==> config.mk <==
export PLATFORM = sky130hd
export DESIGN_NAME = aescbc_queue
export DESIGN_NICKNAME = d
export VERILOG_FILES = /design/src/rtl/aescbc_pkg.sv /design/src/rtl/aescbc_queue.sv
export SDC_FILE = /design/constraint.sdc
export NUM_CORES = 1
export LEC_CHECK = 0
export BUFFER_PORTS_ARGS = -buffer_cell sky130_fd_sc_hd__buf_2
export CAP_MARGIN = 15
export CORE_UTILIZATION = 55
export DETAILED_ROUTE_END_ITERATION = 12
export PLACE_DENSITY_LB_ADDON = 0.15
export SYNTH_ARGS = -nofsm -noshare
export SYNTH_HDL_FRONTEND = slang
export SYNTH_SLANG_ARGS = --single-unit
==> constraint.sdc <==
create_clock -name clk -period 17.5 [get_ports clk]
set_input_delay 0.875 -clock clk [delete_from_list [all_inputs] [get_ports clk]]
set_output_delay 0.875 -clock clk [all_outputs]
set_load 0.02 [all_outputs]
==> src/rtl/aescbc_pkg.sv <==
// Package for the AES-128 CBC cipher unit: payload structs, register indexes,
// and the AES round functions (S-box, MixColumns, key schedule step).
package aescbc_pkg;

  localparam int BlockBits = 128;
  localparam int BlockBytes = 16;
  localparam int QueueDepth = 2;

  typedef struct packed {
    logic [63:0] block_high;
    logic [63:0] block_low;
    logic [4:0]  byte_count;
    logic        last_block;
  } in_item_t;

  typedef struct packed {
    logic [63:0] out_high;
    logic [63:0] out_low;
    logic [4:0]  valid_bytes;
    logic        last_out;
  } out_item_t;

  // Classified job handed from front to back
  typedef struct packed {
    logic [127:0] data;    // already padded (encrypt) or raw ciphertext
    logic         decrypt;
    logic         last;
    logic         extra;   // encrypt: a full pad block follows
  } job_t;

  typedef enum logic [2:0] {
    REG_KEY_HIGH = 3'd0,
    REG_KEY_LOW  = 3'd1,
    REG_IV_HIGH  = 3'd2,
    REG_IV_LOW   = 3'd3,
    REG_MODE     = 3'd4
  } reg_index_t;

  typedef enum logic [1:0] {
    ST_IDLE,
    ST_ROUND,
    ST_PAD,
    ST_DONE
  } core_state_t;

  function automatic logic [7:0] sbox(input logic [7:0] a);
    logic [7:0] t [256];
    t = '{
      8'h63,8'h7c,8'h77,8'h7b,8'hf2,8'h6b,8'h6f,8'hc5,8'h30,8'h01,8'h67,8'h2b,8'hfe,8'hd7,8'hab,8'h76,
      8'hca,8'h82,8'hc9,8'h7d,8'hfa,8'h59,8'h47,8'hf0,8'had,8'hd4,8'ha2,8'haf,8'h9c,8'ha4,8'h72,8'hc0,
      8'hb7,8'hfd,8'h93,8'h26,8'h36,8'h3f,8'hf7,8'hcc,8'h34,8'ha5,8'he5,8'hf1,8'h71,8'hd8,8'h31,8'h15,
      8'h04,8'hc7,8'h23,8'hc3,8'h18,8'h96,8'h05,8'h9a,8'h07,8'h12,8'h80,8'he2,8'heb,8'h27,8'hb2,8'h75,
      8'h09,8'h83,8'h2c,8'h1a,8'h1b,8'h6e,8'h5a,8'ha0,8'h52,8'h3b,8'hd6,8'hb3,8'h29,8'he3,8'h2f,8'h84,
      8'h53,8'hd1,8'h00,8'hed,8'h20,8'hfc,8'hb1,8'h5b,8'h6a,8'hcb,8'hbe,8'h39,8'h4a,8'h4c,8'h58,8'hcf,
      8'hd0,8'hef,8'haa,8'hfb,8'h43,8'h4d,8'h33,8'h85,8'h45,8'hf9,8'h02,8'h7f,8'h50,8'h3c,8'h9f,8'ha8,
      8'h51,8'ha3,8'h40,8'h8f,8'h92,8'h9d,8'h38,8'hf5,8'hbc,8'hb6,8'hda,8'h21,8'h10,8'hff,8'hf3,8'hd2,
      8'hcd,8'h0c,8'h13,8'hec,8'h5f,8'h97,8'h44,8'h17,8'hc4,8'ha7,8'h7e,8'h3d,8'h64,8'h5d,8'h19,8'h73,
      8'h60,8'h81,8'h4f,8'hdc,8'h22,8'h2a,8'h90,8'h88,8'h46,8'hee,8'hb8,8'h14,8'hde,8'h5e,8'h0b,8'hdb,
      8'he0,8'h32,8'h3a,8'h0a,8'h49,8'h06,8'h24,8'h5c,8'hc2,8'hd3,8'hac,8'h62,8'h91,8'h95,8'he4,8'h79,
      8'he7,8'hc8,8'h37,8'h6d,8'h8d,8'hd5,8'h4e,8'ha9,8'h6c,8'h56,8'hf4,8'hea,8'h65,8'h7a,8'hae,8'h08,
      8'hba,8'h78,8'h25,8'h2e,8'h1c,8'ha6,8'hb4,8'hc6,8'he8,8'hdd,8'h74,8'h1f,8'h4b,8'hbd,8'h8b,8'h8a,
      8'h70,8'h3e,8'hb5,8'h66,8'h48,8'h03,8'hf6,8'h0e,8'h61,8'h35,8'h57,8'hb9,8'h86,8'hc1,8'h1d,8'h9e,
      8'he1,8'hf8,8'h98,8'h11,8'h69,8'hd9,8'h8e,8'h94,8'h9b,8'h1e,8'h87,8'he9,8'hce,8'h55,8'h28,8'hdf,
      8'h8c,8'ha1,8'h89,8'h0d,8'hbf,8'he6,8'h42,8'h68,8'h41,8'h99,8'h2d,8'h0f,8'hb0,8'h54,8'hbb,8'h16
    };
    return t[a];
  endfunction

  // Inverse S-box, by search over the forward table
  function automatic logic [7:0] inv_sbox(input logic [7:0] a);
    logic [7:0] r;
    r = 8'h00;
    for (int i = 0; i < 256; i++) begin
      if (sbox(8'(i)) == a) r = 8'(i);
    end
    return r;
  endfunction

  function automatic logic [7:0] xt(input logic [7:0] a);
    return {a[6:0], 1'b0} ^ (a[7] ? 8'h1b : 8'h00);
  endfunction

  // Byte i of a 128-bit state; byte 0 in the top bits
  function automatic logic [7:0] byte_at(input logic [127:0] s, input int i);
    return s[127 - 8*i -: 8];
  endfunction

  function automatic logic [127:0] sub_shift(input logic [127:0] s);
    logic [127:0] t;
    for (int c = 0; c < 4; c++)
      for (int r = 0; r < 4; r++)
        t[127 - 8*(r + 4*c) -: 8] = sbox(byte_at(s, r + 4*((c + r) & 3)));
    return t;
  endfunction

  function automatic logic [127:0] inv_sub_shift(input logic [127:0] s);
    logic [127:0] t;
    for (int c = 0; c < 4; c++)
      for (int r = 0; r < 4; r++)
        t[127 - 8*(r + 4*((c + r) & 3)) -: 8] = inv_sbox(byte_at(s, r + 4*c));
    return t;
  endfunction

  function automatic logic [127:0] mix(input logic [127:0] s);
    logic [127:0] t;
    logic [7:0] a0, a1, a2, a3, al;
    for (int c = 0; c < 4; c++) begin
      a0 = byte_at(s, 4*c); a1 = byte_at(s, 4*c+1);
      a2 = byte_at(s, 4*c+2); a3 = byte_at(s, 4*c+3);
      al = a0 ^ a1 ^ a2 ^ a3;
      t[127 - 32*c -: 8]      = a0 ^ al ^ xt(a0 ^ a1);
      t[127 - 32*c - 8 -: 8]  = a1 ^ al ^ xt(a1 ^ a2);
      t[127 - 32*c - 16 -: 8] = a2 ^ al ^ xt(a2 ^ a3);
      t[127 - 32*c - 24 -: 8] = a3 ^ al ^ xt(a3 ^ a0);
    end
    return t;
  endfunction

  // InvMixColumns as MixColumns after a pre-multiply step
  function automatic logic [127:0] inv_mix(input logic [127:0] s);
    logic [127:0] t;
    logic [7:0] a0, a1, a2, a3, u, v;
    for (int c = 0; c < 4; c++) begin
      a0 = byte_at(s, 4*c); a1 = byte_at(s, 4*c+1);
      a2 = byte_at(s, 4*c+2); a3 = byte_at(s, 4*c+3);
      u = xt(xt(a0 ^ a2));
      v = xt(xt(a1 ^ a3));
      t[127 - 32*c -: 8]      = a0 ^ u;
      t[127 - 32*c - 8 -: 8]  = a1 ^ v;
      t[127 - 32*c - 16 -: 8] = a2 ^ u;
      t[127 - 32*c - 24 -: 8] = a3 ^ v;
    end
    return mix(t);
  endfunction

  function automatic logic [127:0] key_step(input logic [127:0] k, input logic [7:0] rc);
    logic [31:0] w0, w1, w2, w3, t;
    w0 = k[127:96]; w1 = k[95:64]; w2 = k[63:32]; w3 = k[31:0];
    t = {sbox(w3[23:16]) ^ rc, sbox(w3[15:8]), sbox(w3[7:0]), sbox(w3[31:24])};
    w0 = w0 ^ t; w1 = w1 ^ w0; w2 = w2 ^ w1; w3 = w3 ^ w2;
    return {w0, w1, w2, w3};
  endfunction

  function automatic logic [7:0] rcon(input logic [3:0] r);
    logic [7:0] v;
    unique case (r)
      4'd1: v = 8'h01; 4'd2: v = 8'h02; 4'd3: v = 8'h04; 4'd4: v = 8'h08;
      4'd5: v = 8'h10; 4'd6: v = 8'h20; 4'd7: v = 8'h40; 4'd8: v = 8'h80;
      4'd9: v = 8'h1b; 4'd10: v = 8'h36;
      default: v = 8'h00;
    endcase
    return v;
  endfunction

endpackage

==> src/rtl/aescbc_queue.sv <==
// Two-entry job queue between front end and cipher core.
// Depends on aescbc_pkg.
module aescbc_queue
  import aescbc_pkg::*;
#(
  parameter int Depth = QueueDepth
) (
  input  logic clk,
  input  logic rst,
  input  logic wr_valid,
  output logic wr_take,
  input  job_t wr_job,
  output logic rd_valid,
  input  logic rd_take,
  output job_t rd_job
);

  localparam int AW = (Depth > 1) ? $clog2(Depth) : 1;

  job_t mem [Depth];
  logic [AW-1:0] wp, rp;
  logic [AW:0]   count;
  logic wr, rd;

  assign wr_take  = wr_valid && (count != (AW+1)'(Depth));
  assign rd_valid = (count != '0);
  assign wr = wr_take;
  assign rd = rd_take && rd_valid;
  assign rd_job = mem[rp];

  always_ff @(posedge clk) begin
    if (rst) begin
      wp <= '0;
      rp <= '0;
      count <= '0;
    end else begin
      if (wr) wp <= (wp == AW'(Depth - 1)) ? '0 : wp + 1'b1;
      if (rd) rp <= (rp == AW'(Depth - 1)) ? '0 : rp + 1'b1;
      count <= count + (AW+1)'(wr) - (AW+1)'(rd);
    end
  end

  always_ff @(posedge clk) begin
    if (wr) mem[wp] <= wr_job;
  end

endmodule

==> reports/results.tsv <==
metric	value	unit
pwr_density_cell	159	nW/um2
rr_startpoint	count[0]	
synth_area	10100	um2
grt_util_met2	0.321	
vias	4900	
synth_edf_count	262	
path_cells	buf_4 > mux2_2 > buf_2	
critPathArrivalTime	2.53	ns
setup_viol	0	
grt_util_met3	0.0552	
endpoint	rd_job[119]	
drc	0	
grt_pass1_wl	25.2	mm
grt-ovfl-total	0	
rows	49	
grt_max_degree	79	
syn-instance-count	433	
p_int	0.00143	W
clock_path_buffers	3	
p_seq_frac	0.424	
die_h	137	um
syn_avg_cell_area	23.2	um2
grtUsageMet1	0.205	
cts_buffers	26	
ys_seq_area_frac	0.792	
start_util	0.560	
busiest_layer	met2	
routed_wl	17.4	mm
tightest_slew	1.07	ns
vias_per_cell	5.06	
power.net_switching	0.000563	W
start_kind	register	
crit_type	reg -> out	
firstDrtPassIters	4	
rsz0062_at_grt	false	
cpPeakStageDelay	0.83	ns
wl_per_cell	18.0	um
synth_area_leaders	edfxtp_1, mux2_4, mux2_2, buf_6, dfxtp_1	
fin_util	0.697	
cts_tree	done	
synth_nets	570	
insertion_delay	0.51	ns
whs_path_depth	2	
critical_path_depth	3	
ctsResizeCount	0	
core_region_area	18000	um2
ff2ff_setup_slack	14.74	ns
synth_seq_cells	267	
cp_top_family	buffers and inverters	
period_share	0.195	
synthDistinctLibCells	18	
drive_above_1_share	0.608	
yosys_warnings	0	
fin_cells	968	
pwr-share-comb	0.279	
yosys.area.top_type	edfxtp_1	
antenna_found_initial	2	
drv_slew	0	
async_flop_share	0	
cap_violations	0	
clock_sinks	267	
cp_max_fo	57	
die_width	137	um
gr-usage-all-layers	0.178	
cts_hold_buf	0	
cp.required	16.62	ns
fin_crit	3.41	ns
die_area	18800	um2
timing.rr.end	mem[1][30]	
clock.fmax	0.293	GHz
drtIter0Drc	219	
netSwitchingFraction	0.283	
power	0.00199	W
ios	268	
clockRootBuffer	clkbuf_16	
path_clk_slew	0.06	ns
synth_common_cells	edfxtp_1, mux2_4, mux2_2, buf_6, dfxtp_1	
slew_headroom	0.287	
status	finished clean	
synthToLayoutAreaGrowth	24.4	%
final_nets	855	
synth_ff_type	edfxtp_1	
ant_nets	0	
finalSetupTns	0	ns
p_leak	4.89	nW
io_buffers	267	
skew	0.0133	ns
slowest_stage	buf_4	
place_inst	919	
hold_ws	0.528	ns
yosysMostFrequentCell	edfxtp_1	
hold_viol_final	0	
post-cts-setup-buffers	0	
hold_path.class	reg -> reg	
critical_path.n_buffers_inverters	2	
cts.htree.levels	1	
gp_congestion	0.749	
vdd.ir_drop.worst	0.000176	V
reg2reg_depth	4	
hpwl	11.4	mm
grt_pass1_vias	5011	
critPathCaptureType	output port	
netlist.area_leader.share	0.782	
p_clk_frac	0.297	
[per-stage QoR]
stage / setup WS (ns) / cell area [um2]
after floorplan: 9.81 / 10100
after global placement: 14.25 / 11600
after detailed placement: 14.19 / 11600
after CTS: 14.01 / 12500
after global routing: 13.95 / 12500
final: 14.09 / 12500
[worst reg2reg max path: stages, from the launching register on]
cell and delay, ns:
dfxtp_1 0.34, inv_1 0.08, a21boi_2 0.26, and2_4 0.88, buf_4 0.79
[flip-flops by register name, indices dropped and copies added (netlist names), named ones only]
signal / count
wp: 1
rp: 1
mem: 262
count: 2
[cells in the final DEF (no fill, tap or decap), types with 2 or more instances in the layout]
master and n:
nor2b_1 2, buf_4 5, inv_1 2, clkbuf_1 4, edfxtp_1 262, nor2_1 4
clkbuf_16 27, buf_2 267, mux2_4 90, bufinv_16 6, clkinv_2 4, clkinv_1 4
dfxtp_1 4, mux2_2 42, ha_1 2
[metal layers]
layer / wire [um] / up-vias
met5: 15 / -
met4: 257 / 2
met3: 1390 / 26
met2: 9150 / 177
met1: 6600 / 2404
li1: - / 2291
[worst min path at each step]
stage,startpoint,endpoint,slack (ns)
2_1_floorplan,rp,register,0.48
3_5_place_dp,rp,register,0.51
6_report,rp,rp,0.53
5_1_grt,wr_job[76],mem[1][76],0.52
3_3_place_gp,rp,register,0.49
4_1_cts,wr_job[18],mem[0][18],0.53
[power by group through the flow]
stage          sequential (W)  combinational [W]  clock, W
3_3_place_gp         0.000852           0.000554         0
6_report             0.000844           0.000555  0.000591
4_1_cts              0.000846           0.000564  0.000604
3_5_place_dp         0.000859           0.000560         0
2_1_floorplan        0.000858           0.000424         0
5_1_grt              0.000852           0.000592  0.000626
[area by class of cell]
type                    instances  area, um2
well taps                     229        287
fillers                      1201       5440
flip-flops and latches        267       7970
repair buffers                272       1370
clock buffers                  31        691
diodes                          1       2.50
multi-input cells             149       1950
clock inverters                17        240
inverters                       2       7.51
[cells by family after synthesis]
kind of cell / after synthesis / share of synthesized area
xor+xnor: 2 / 0.00174
buf+inv: 17 / 0.0154
fa+ha+maj: 2 / 0.00249
compound gates: 2 / 0.00186
mux: 132 / 0.181
flops: 267 / 0.792
simple gates: 11 / 0.00572
Power figures use the tool's default switching activity.
