===== src/rtl/aescbc_pkg.sv =====
// Package for the AES-128 CBC cipher unit: payload structs, register indexes,
// and the AES round functions (S-box, MixColumns, key schedule step).
package aescbc_pkg;

  localparam int BlockBits = 128;
  localparam int BlockBytes = 16;
  localparam int QueueDepth = 2;

  typedef struct packed {
    logic [63:0] block_high;
    logic [63:0] block_low;
    logic [4:0]  byte_count;
    logic        last_block;
  } in_item_t;

  typedef struct packed {
    logic [63:0] out_high;
    logic [63:0] out_low;
    logic [4:0]  valid_bytes;
    logic        last_out;
  } out_item_t;

  // Classified job handed from front to back
  typedef struct packed {
    logic [127:0] data;    // already padded (encrypt) or raw ciphertext
    logic         decrypt;
    logic         last;
    logic         extra;   // encrypt: a full pad block follows
  } job_t;

  typedef enum logic [2:0] {
    REG_KEY_HIGH = 3'd0,
    REG_KEY_LOW  = 3'd1,
    REG_IV_HIGH  = 3'd2,
    REG_IV_LOW   = 3'd3,
    REG_MODE     = 3'd4
  } reg_index_t;

  typedef enum logic [1:0] {
    ST_IDLE,
    ST_ROUND,
    ST_PAD,
    ST_DONE
  } core_state_t;

  function automatic logic [7:0] sbox(input logic [7:0] a);
    logic [7:0] t [256];
    t = '{
      8'h63,8'h7c,8'h77,8'h7b,8'hf2,8'h6b,8'h6f,8'hc5,8'h30,8'h01,8'h67,8'h2b,8'hfe,8'hd7,8'hab,8'h76,
      8'hca,8'h82,8'hc9,8'h7d,8'hfa,8'h59,8'h47,8'hf0,8'had,8'hd4,8'ha2,8'haf,8'h9c,8'ha4,8'h72,8'hc0,
      8'hb7,8'hfd,8'h93,8'h26,8'h36,8'h3f,8'hf7,8'hcc,8'h34,8'ha5,8'he5,8'hf1,8'h71,8'hd8,8'h31,8'h15,
      8'h04,8'hc7,8'h23,8'hc3,8'h18,8'h96,8'h05,8'h9a,8'h07,8'h12,8'h80,8'he2,8'heb,8'h27,8'hb2,8'h75,
      8'h09,8'h83,8'h2c,8'h1a,8'h1b,8'h6e,8'h5a,8'ha0,8'h52,8'h3b,8'hd6,8'hb3,8'h29,8'he3,8'h2f,8'h84,
      8'h53,8'hd1,8'h00,8'hed,8'h20,8'hfc,8'hb1,8'h5b,8'h6a,8'hcb,8'hbe,8'h39,8'h4a,8'h4c,8'h58,8'hcf,
      8'hd0,8'hef,8'haa,8'hfb,8'h43,8'h4d,8'h33,8'h85,8'h45,8'hf9,8'h02,8'h7f,8'h50,8'h3c,8'h9f,8'ha8,
      8'h51,8'ha3,8'h40,8'h8f,8'h92,8'h9d,8'h38,8'hf5,8'hbc,8'hb6,8'hda,8'h21,8'h10,8'hff,8'hf3,8'hd2,
      8'hcd,8'h0c,8'h13,8'hec,8'h5f,8'h97,8'h44,8'h17,8'hc4,8'ha7,8'h7e,8'h3d,8'h64,8'h5d,8'h19,8'h73,
      8'h60,8'h81,8'h4f,8'hdc,8'h22,8'h2a,8'h90,8'h88,8'h46,8'hee,8'hb8,8'h14,8'hde,8'h5e,8'h0b,8'hdb,
      8'he0,8'h32,8'h3a,8'h0a,8'h49,8'h06,8'h24,8'h5c,8'hc2,8'hd3,8'hac,8'h62,8'h91,8'h95,8'he4,8'h79,
      8'he7,8'hc8,8'h37,8'h6d,8'h8d,8'hd5,8'h4e,8'ha9,8'h6c,8'h56,8'hf4,8'hea,8'h65,8'h7a,8'hae,8'h08,
      8'hba,8'h78,8'h25,8'h2e,8'h1c,8'ha6,8'hb4,8'hc6,8'he8,8'hdd,8'h74,8'h1f,8'h4b,8'hbd,8'h8b,8'h8a,
      8'h70,8'h3e,8'hb5,8'h66,8'h48,8'h03,8'hf6,8'h0e,8'h61,8'h35,8'h57,8'hb9,8'h86,8'hc1,8'h1d,8'h9e,
      8'he1,8'hf8,8'h98,8'h11,8'h69,8'hd9,8'h8e,8'h94,8'h9b,8'h1e,8'h87,8'he9,8'hce,8'h55,8'h28,8'hdf,
      8'h8c,8'ha1,8'h89,8'h0d,8'hbf,8'he6,8'h42,8'h68,8'h41,8'h99,8'h2d,8'h0f,8'hb0,8'h54,8'hbb,8'h16
    };
    return t[a];
  endfunction

  // Inverse S-box, by search over the forward table
  function automatic logic [7:0] inv_sbox(input logic [7:0] a);
    logic [7:0] r;
    r = 8'h00;
    for (int i = 0; i < 256; i++) begin
      if (sbox(8'(i)) == a) r = 8'(i);
    end
    return r;
  endfunction

  function automatic logic [7:0] xt(input logic [7:0] a);
    return {a[6:0], 1'b0} ^ (a[7] ? 8'h1b : 8'h00);
  endfunction

  // Byte i of a 128-bit state; byte 0 in the top bits
  function automatic logic [7:0] byte_at(input logic [127:0] s, input int i);
    return s[127 - 8*i -: 8];
  endfunction

  function automatic logic [127:0] sub_shift(input logic [127:0] s);
    logic [127:0] t;
    for (int c = 0; c < 4; c++)
      for (int r = 0; r < 4; r++)
        t[127 - 8*(r + 4*c) -: 8] = sbox(byte_at(s, r + 4*((c + r) & 3)));
    return t;
  endfunction

  function automatic logic [127:0] inv_sub_shift(input logic [127:0] s);
    logic [127:0] t;
    for (int c = 0; c < 4; c++)
      for (int r = 0; r < 4; r++)
        t[127 - 8*(r + 4*((c + r) & 3)) -: 8] = inv_sbox(byte_at(s, r + 4*c));
    return t;
  endfunction

  function automatic logic [127:0] mix(input logic [127:0] s);
    logic [127:0] t;
    logic [7:0] a0, a1, a2, a3, al;
    for (int c = 0; c < 4; c++) begin
      a0 = byte_at(s, 4*c); a1 = byte_at(s, 4*c+1);
      a2 = byte_at(s, 4*c+2); a3 = byte_at(s, 4*c+3);
      al = a0 ^ a1 ^ a2 ^ a3;
      t[127 - 32*c -: 8]      = a0 ^ al ^ xt(a0 ^ a1);
      t[127 - 32*c - 8 -: 8]  = a1 ^ al ^ xt(a1 ^ a2);
      t[127 - 32*c - 16 -: 8] = a2 ^ al ^ xt(a2 ^ a3);
      t[127 - 32*c - 24 -: 8] = a3 ^ al ^ xt(a3 ^ a0);
    end
    return t;
  endfunction

  // InvMixColumns as MixColumns after a pre-multiply step
  function automatic logic [127:0] inv_mix(input logic [127:0] s);
    logic [127:0] t;
    logic [7:0] a0, a1, a2, a3, u, v;
    for (int c = 0; c < 4; c++) begin
      a0 = byte_at(s, 4*c); a1 = byte_at(s, 4*c+1);
      a2 = byte_at(s, 4*c+2); a3 = byte_at(s, 4*c+3);
      u = xt(xt(a0 ^ a2));
      v = xt(xt(a1 ^ a3));
      t[127 - 32*c -: 8]      = a0 ^ u;
      t[127 - 32*c - 8 -: 8]  = a1 ^ v;
      t[127 - 32*c - 16 -: 8] = a2 ^ u;
      t[127 - 32*c - 24 -: 8] = a3 ^ v;
    end
    return mix(t);
  endfunction

  function automatic logic [127:0] key_step(input logic [127:0] k, input logic [7:0] rc);
    logic [31:0] w0, w1, w2, w3, t;
    w0 = k[127:96]; w1 = k[95:64]; w2 = k[63:32]; w3 = k[31:0];
    t = {sbox(w3[23:16]) ^ rc, sbox(w3[15:8]), sbox(w3[7:0]), sbox(w3[31:24])};
    w0 = w0 ^ t; w1 = w1 ^ w0; w2 = w2 ^ w1; w3 = w3 ^ w2;
    return {w0, w1, w2, w3};
  endfunction

  function automatic logic [7:0] rcon(input logic [3:0] r);
    logic [7:0] v;
    unique case (r)
      4'd1: v = 8'h01; 4'd2: v = 8'h02; 4'd3: v = 8'h04; 4'd4: v = 8'h08;
      4'd5: v = 8'h10; 4'd6: v = 8'h20; 4'd7: v = 8'h40; 4'd8: v = 8'h80;
      4'd9: v = 8'h1b; 4'd10: v = 8'h36;
      default: v = 8'h00;
    endcase
    return v;
  endfunction

endpackage


===== src/rtl/aescbc_front.sv =====
// Front end: accepts input blocks and classifies them into jobs (PKCS#7 pad).
// Depends on aescbc_pkg.
module aescbc_front
  import aescbc_pkg::*;
(
  input  logic     clk,
  input  logic     rst,
  input  logic     in_valid,
  output logic     in_stall,
  input  in_item_t in_item,
  input  logic     mode,
  output logic     job_valid,
  input  logic     job_take,
  output job_t     job
);

  logic   full;
  job_t   cls;
  logic [4:0] cnt;
  logic [7:0] pad;

  // Pad bytes past the count on an encrypt last block
  always_comb begin
    cnt = (in_item.byte_count > 5'd16) ? 5'd16 : in_item.byte_count;
    pad = 8'(5'd16 - cnt);
    cls.data    = {in_item.block_high, in_item.block_low};
    cls.decrypt = mode;
    cls.last    = in_item.last_block;
    cls.extra   = !mode && in_item.last_block && (cnt == 5'd16);
    if (!mode && in_item.last_block) begin
      for (int i = 0; i < BlockBytes; i++)
        if (5'(i) >= cnt) cls.data[127 - 8*i -: 8] = pad;
    end
  end

  assign in_stall = full && !job_take;

  always_ff @(posedge clk) begin
    if (rst) begin
      full <= 1'b0;
    end else if (in_valid && !in_stall) begin
      full <= 1'b1;
    end else if (job_take) begin
      full <= 1'b0;
    end
  end

  always_ff @(posedge clk) begin
    if (in_valid && !in_stall) job <= cls;
  end

  assign job_valid = full;

endmodule


===== config.mk =====
export PLATFORM = sky130hd
export DESIGN_NAME = aescbc_front
export DESIGN_NICKNAME = d
export VERILOG_FILES = /design/src/rtl/aescbc_pkg.sv /design/src/rtl/aescbc_front.sv
export SDC_FILE = /design/constraint.sdc
export NUM_CORES = 1
export LEC_CHECK = 0
export BUFFER_PORTS_ARGS = -buffer_cell sky130_fd_sc_hd__buf_2
export CORE_ASPECT_RATIO = 0.9
export CORE_UTILIZATION = 50
export CTS_BUF_LIST = sky130_fd_sc_hd__clkbuf_4
export CTS_CLUSTER_DIAMETER = 50
export DETAILED_ROUTE_END_ITERATION = 7
export PLACE_DENSITY = 0.93
export SLEW_MARGIN = 20
export SYNTH_ARGS = -nofsm -noshare
export SYNTH_HDL_FRONTEND = slang
export SYNTH_SLANG_ARGS = --single-unit

===== constraint.sdc =====
create_clock -name clk -period 22 [get_ports clk]
set_input_delay 3.3 -clock clk [delete_from_list [all_inputs] [get_ports clk]]
set_output_delay 3.3 -clock clk [all_outputs]
set_load 0.05 [all_outputs]

==> qor.yml <==
layout:
  layout_common_cells: "buf_2, edfxtp_1, nand2_1"
  diodes: 0
  final_cell_area_um2: 7308
  seqCellArea_um2: 3954
  nFillCells: 802
  drive_gt1_frac: 0.4734
  multi_input_area_um2: 1453
  areaGrowthSynthToFinish_pct: 31.35
  final_cell_count_no_fill: 828
  final_nets: 825
  final_common_cell: "buf_2"
timing:
  fin_setup_tns_ns: 0
  min_period_ns: 7.281
  final.setup_skew_ns: 0.01375
  tightest_slew_ns: 0.8610
  fin_crit_sh: 0.3310
  max_freq_ghz: 0.1373
  rsz0062_at_grt: "false"
  hold_viol_final: 0
  slew_violations: 0
  max-slew-margin-rel: 0.4260
  setup_viol: 0
route:
  antenna_left: 0
  wl_per_cell_um: 17.24
  viasPerCell: 5.207
  dr.pass1.iters: 5
  drt_iter0_drc: 446
  via_count: 4311
  routed_wl_mm: 14.28
  drc: 0
power_and_ir_drop:
  p_clk_frac: 0.294
  power.switching_w: 0.0001784
  vdd_drop_max_uv: 62.29
  switching_share: 0.2987
  p_comb_frac: 0.202
  pwr-share-seq: 0.504
  leakage_nw: 3.291
  p_per_area_nw_per_um2: 81.73
  p_int_w: 0.0004189
clock_network:
  htreeDepth: 4
  path_clk_slew_ns: 0.09
  postCtsResizedCells: 0
  clkSinkCount: 132
  clock_latency_ns: 0.52
  tritoncts: "done"
  hold_buffers: 0
  root_buffer: "clkbuf_4"
  cts_made_buffers: 17
  clk_path_buf_depth: 2
  postCtsSetupRepairBufs: 0
floorplan:
  die_area_um2: 11550
  start_util: 0.5147
  num_io_pins: 272
  die_h_um: 102.1
  rows: 36
  die_w_um: 113.2
  core_area_um2: 10810
job:
  drv_cap: 0
critical_path:
  max_stage_delay_ns: 0.33
  cp.arrival_ns: 3.98
  path_cells: "buf_2 -> nor2b_1 -> buf_2"
  critPathMaxFanout: 3
  path_buf_inv: 2
  critPathLaunchType: "input pin"
  cp_top_family: "buffers and inverters"
  slowest_stage: "buf_2"
  worst_setup_path_end_kind: "primary output"
  r2r_slack_ns: 20.31
  crit_required_ns: 18.70
  cp_common_cell: "buf_2"
  crit_type: "input pin to primary output"
placed_design:
  gp_congestion: 0.8081
  hpwl_mm: 10.38
  dpl.cell_count: 796
  portBuffers: 271
  dpl-instance-area_um2: 6997
hold_path:
  hp-class: "flop to flop"
grt:
  grt_pass1_vias: 4140
  overflow: 0
  grt_max_degree: 68
  antenna_found_initial: 0
  grtUsageTotal: 0.2477
  grt_first_pass_wirelength_mm: 20.73
yosys:
  async_reset_ff_frac: 0
  ys_ff_latch: 132
  syn-num-nets: 555
  synth.distinct_cells: 42
  synth-edff-count: 131
  netlist_area_um2: 5564
  yosys_warnings: 0
  synthCells: 412
  synth_flop_cell: "edfxtp_1"
  seq_area_frac_synth: 0.7106
  syn_area_per_cell_um2: 13.51
status:
  status: "complete, no violations"
## stage by stage
step | hold slack (ns) | total power, W | setup WS, ns | utilization
5_1_grt | 0.6812 | 0.0006202 | 14.70 | 0.6760
4_1_cts | 0.6587 | 0.0006019 | 14.72 | 0.6760
3_3_place_gp | 0.6223 | 0.0004240 | 14.74 | 0.6472
6_report | 0.6566 | 0.0005973 | 14.72 | 0.6760
2_1_floorplan | 1.072 | 0.0003931 | 12.06 | -
3_5_place_dp | 0.6419 | 0.0004273 | 14.72 | 0.6472
## power by group through the flow
stage,Clock (W),Combinational [W],Sequential (W)
final,0.000176,0.000120,0.000301
after global routing,0.000191,0.000126,0.000303
after CTS,0.000180,0.000121,0.000301
after detailed placement,0,0.000120,0.000307
after global placement,0,0.000118,0.000306
after floorplan,0,0.0000265,0.000367
## cell families after synthesis
logic type | synth area share
buf+inv | 0.02968
compound gates | 0.09782
fa+ha+maj | 0.008995
flops | 0.7106
mux | 0.01327
xor+xnor | 0.003149
simple gates | 0.1365
## path summary, 6_finish.rpt
kind	from	depth (start not counted)	to
setup reg to reg	job_valid$_SDFFE_PP0P_	3	job[99]$_DFFE_PP_
hold reg to reg	job_valid$_SDFFE_PP0P_	3	job_valid$_SDFFE_PP0P_
hold / removal	job_valid$_SDFFE_PP0P_	3	job_valid$_SDFFE_PP0P_
setup / recovery	job_take	3	in_stall
## metal layers
layer | track usage | part of all wire | vias up
met5 | 0 | 0 | -
met4 | 0.1164 | 0.025 | 0
met3 | 0.08660 | 0.088 | 32
met1 | 0.2751 | 0.38 | 2012
li1 | - | - | 2028
met2 | 0.4328 | 0.51 | 239
## state kept, by name, indices dropped and copies added, names as in the netlist
name	count
job_valid	1
job	131
## area by class of cell
type,count,share of cell area
Clock buffer,20,0.02054
Sequential cell,132,0.5410
Multi-Input combinational cell,245,0.1988
Clock inverter,12,0.02209
Tap cell,133,0.02277
Timing Repair Buffer,274,0.1887
Inverter,12,0.006163
## worst reg2reg max path, delay by kind of cell (launching register included)
kind / cells / cell delay (ns)
buffers and inverters: 1 / 0.64
AND/OR/NAND/NOR: 2 / 0.29
flip-flops: 1 / 0.32
## cells in the mapped netlist, drive strengths merged (4+ instances only)
cell type  count  area, um^2
edfxtp       131        3934
nand2         72       285.3
o21ai         61       342.8
and2          49       306.5
buf           12       78.82
clkbuf        11       41.29
inv           11       41.29
a21o           9       67.56
nor2           6       25.03
nor2b          6       37.54
a21oi          5       25.02
ha             4       50.05
mux2i          4       40.04
Note: power is estimated with default switching activity, not from simulation.
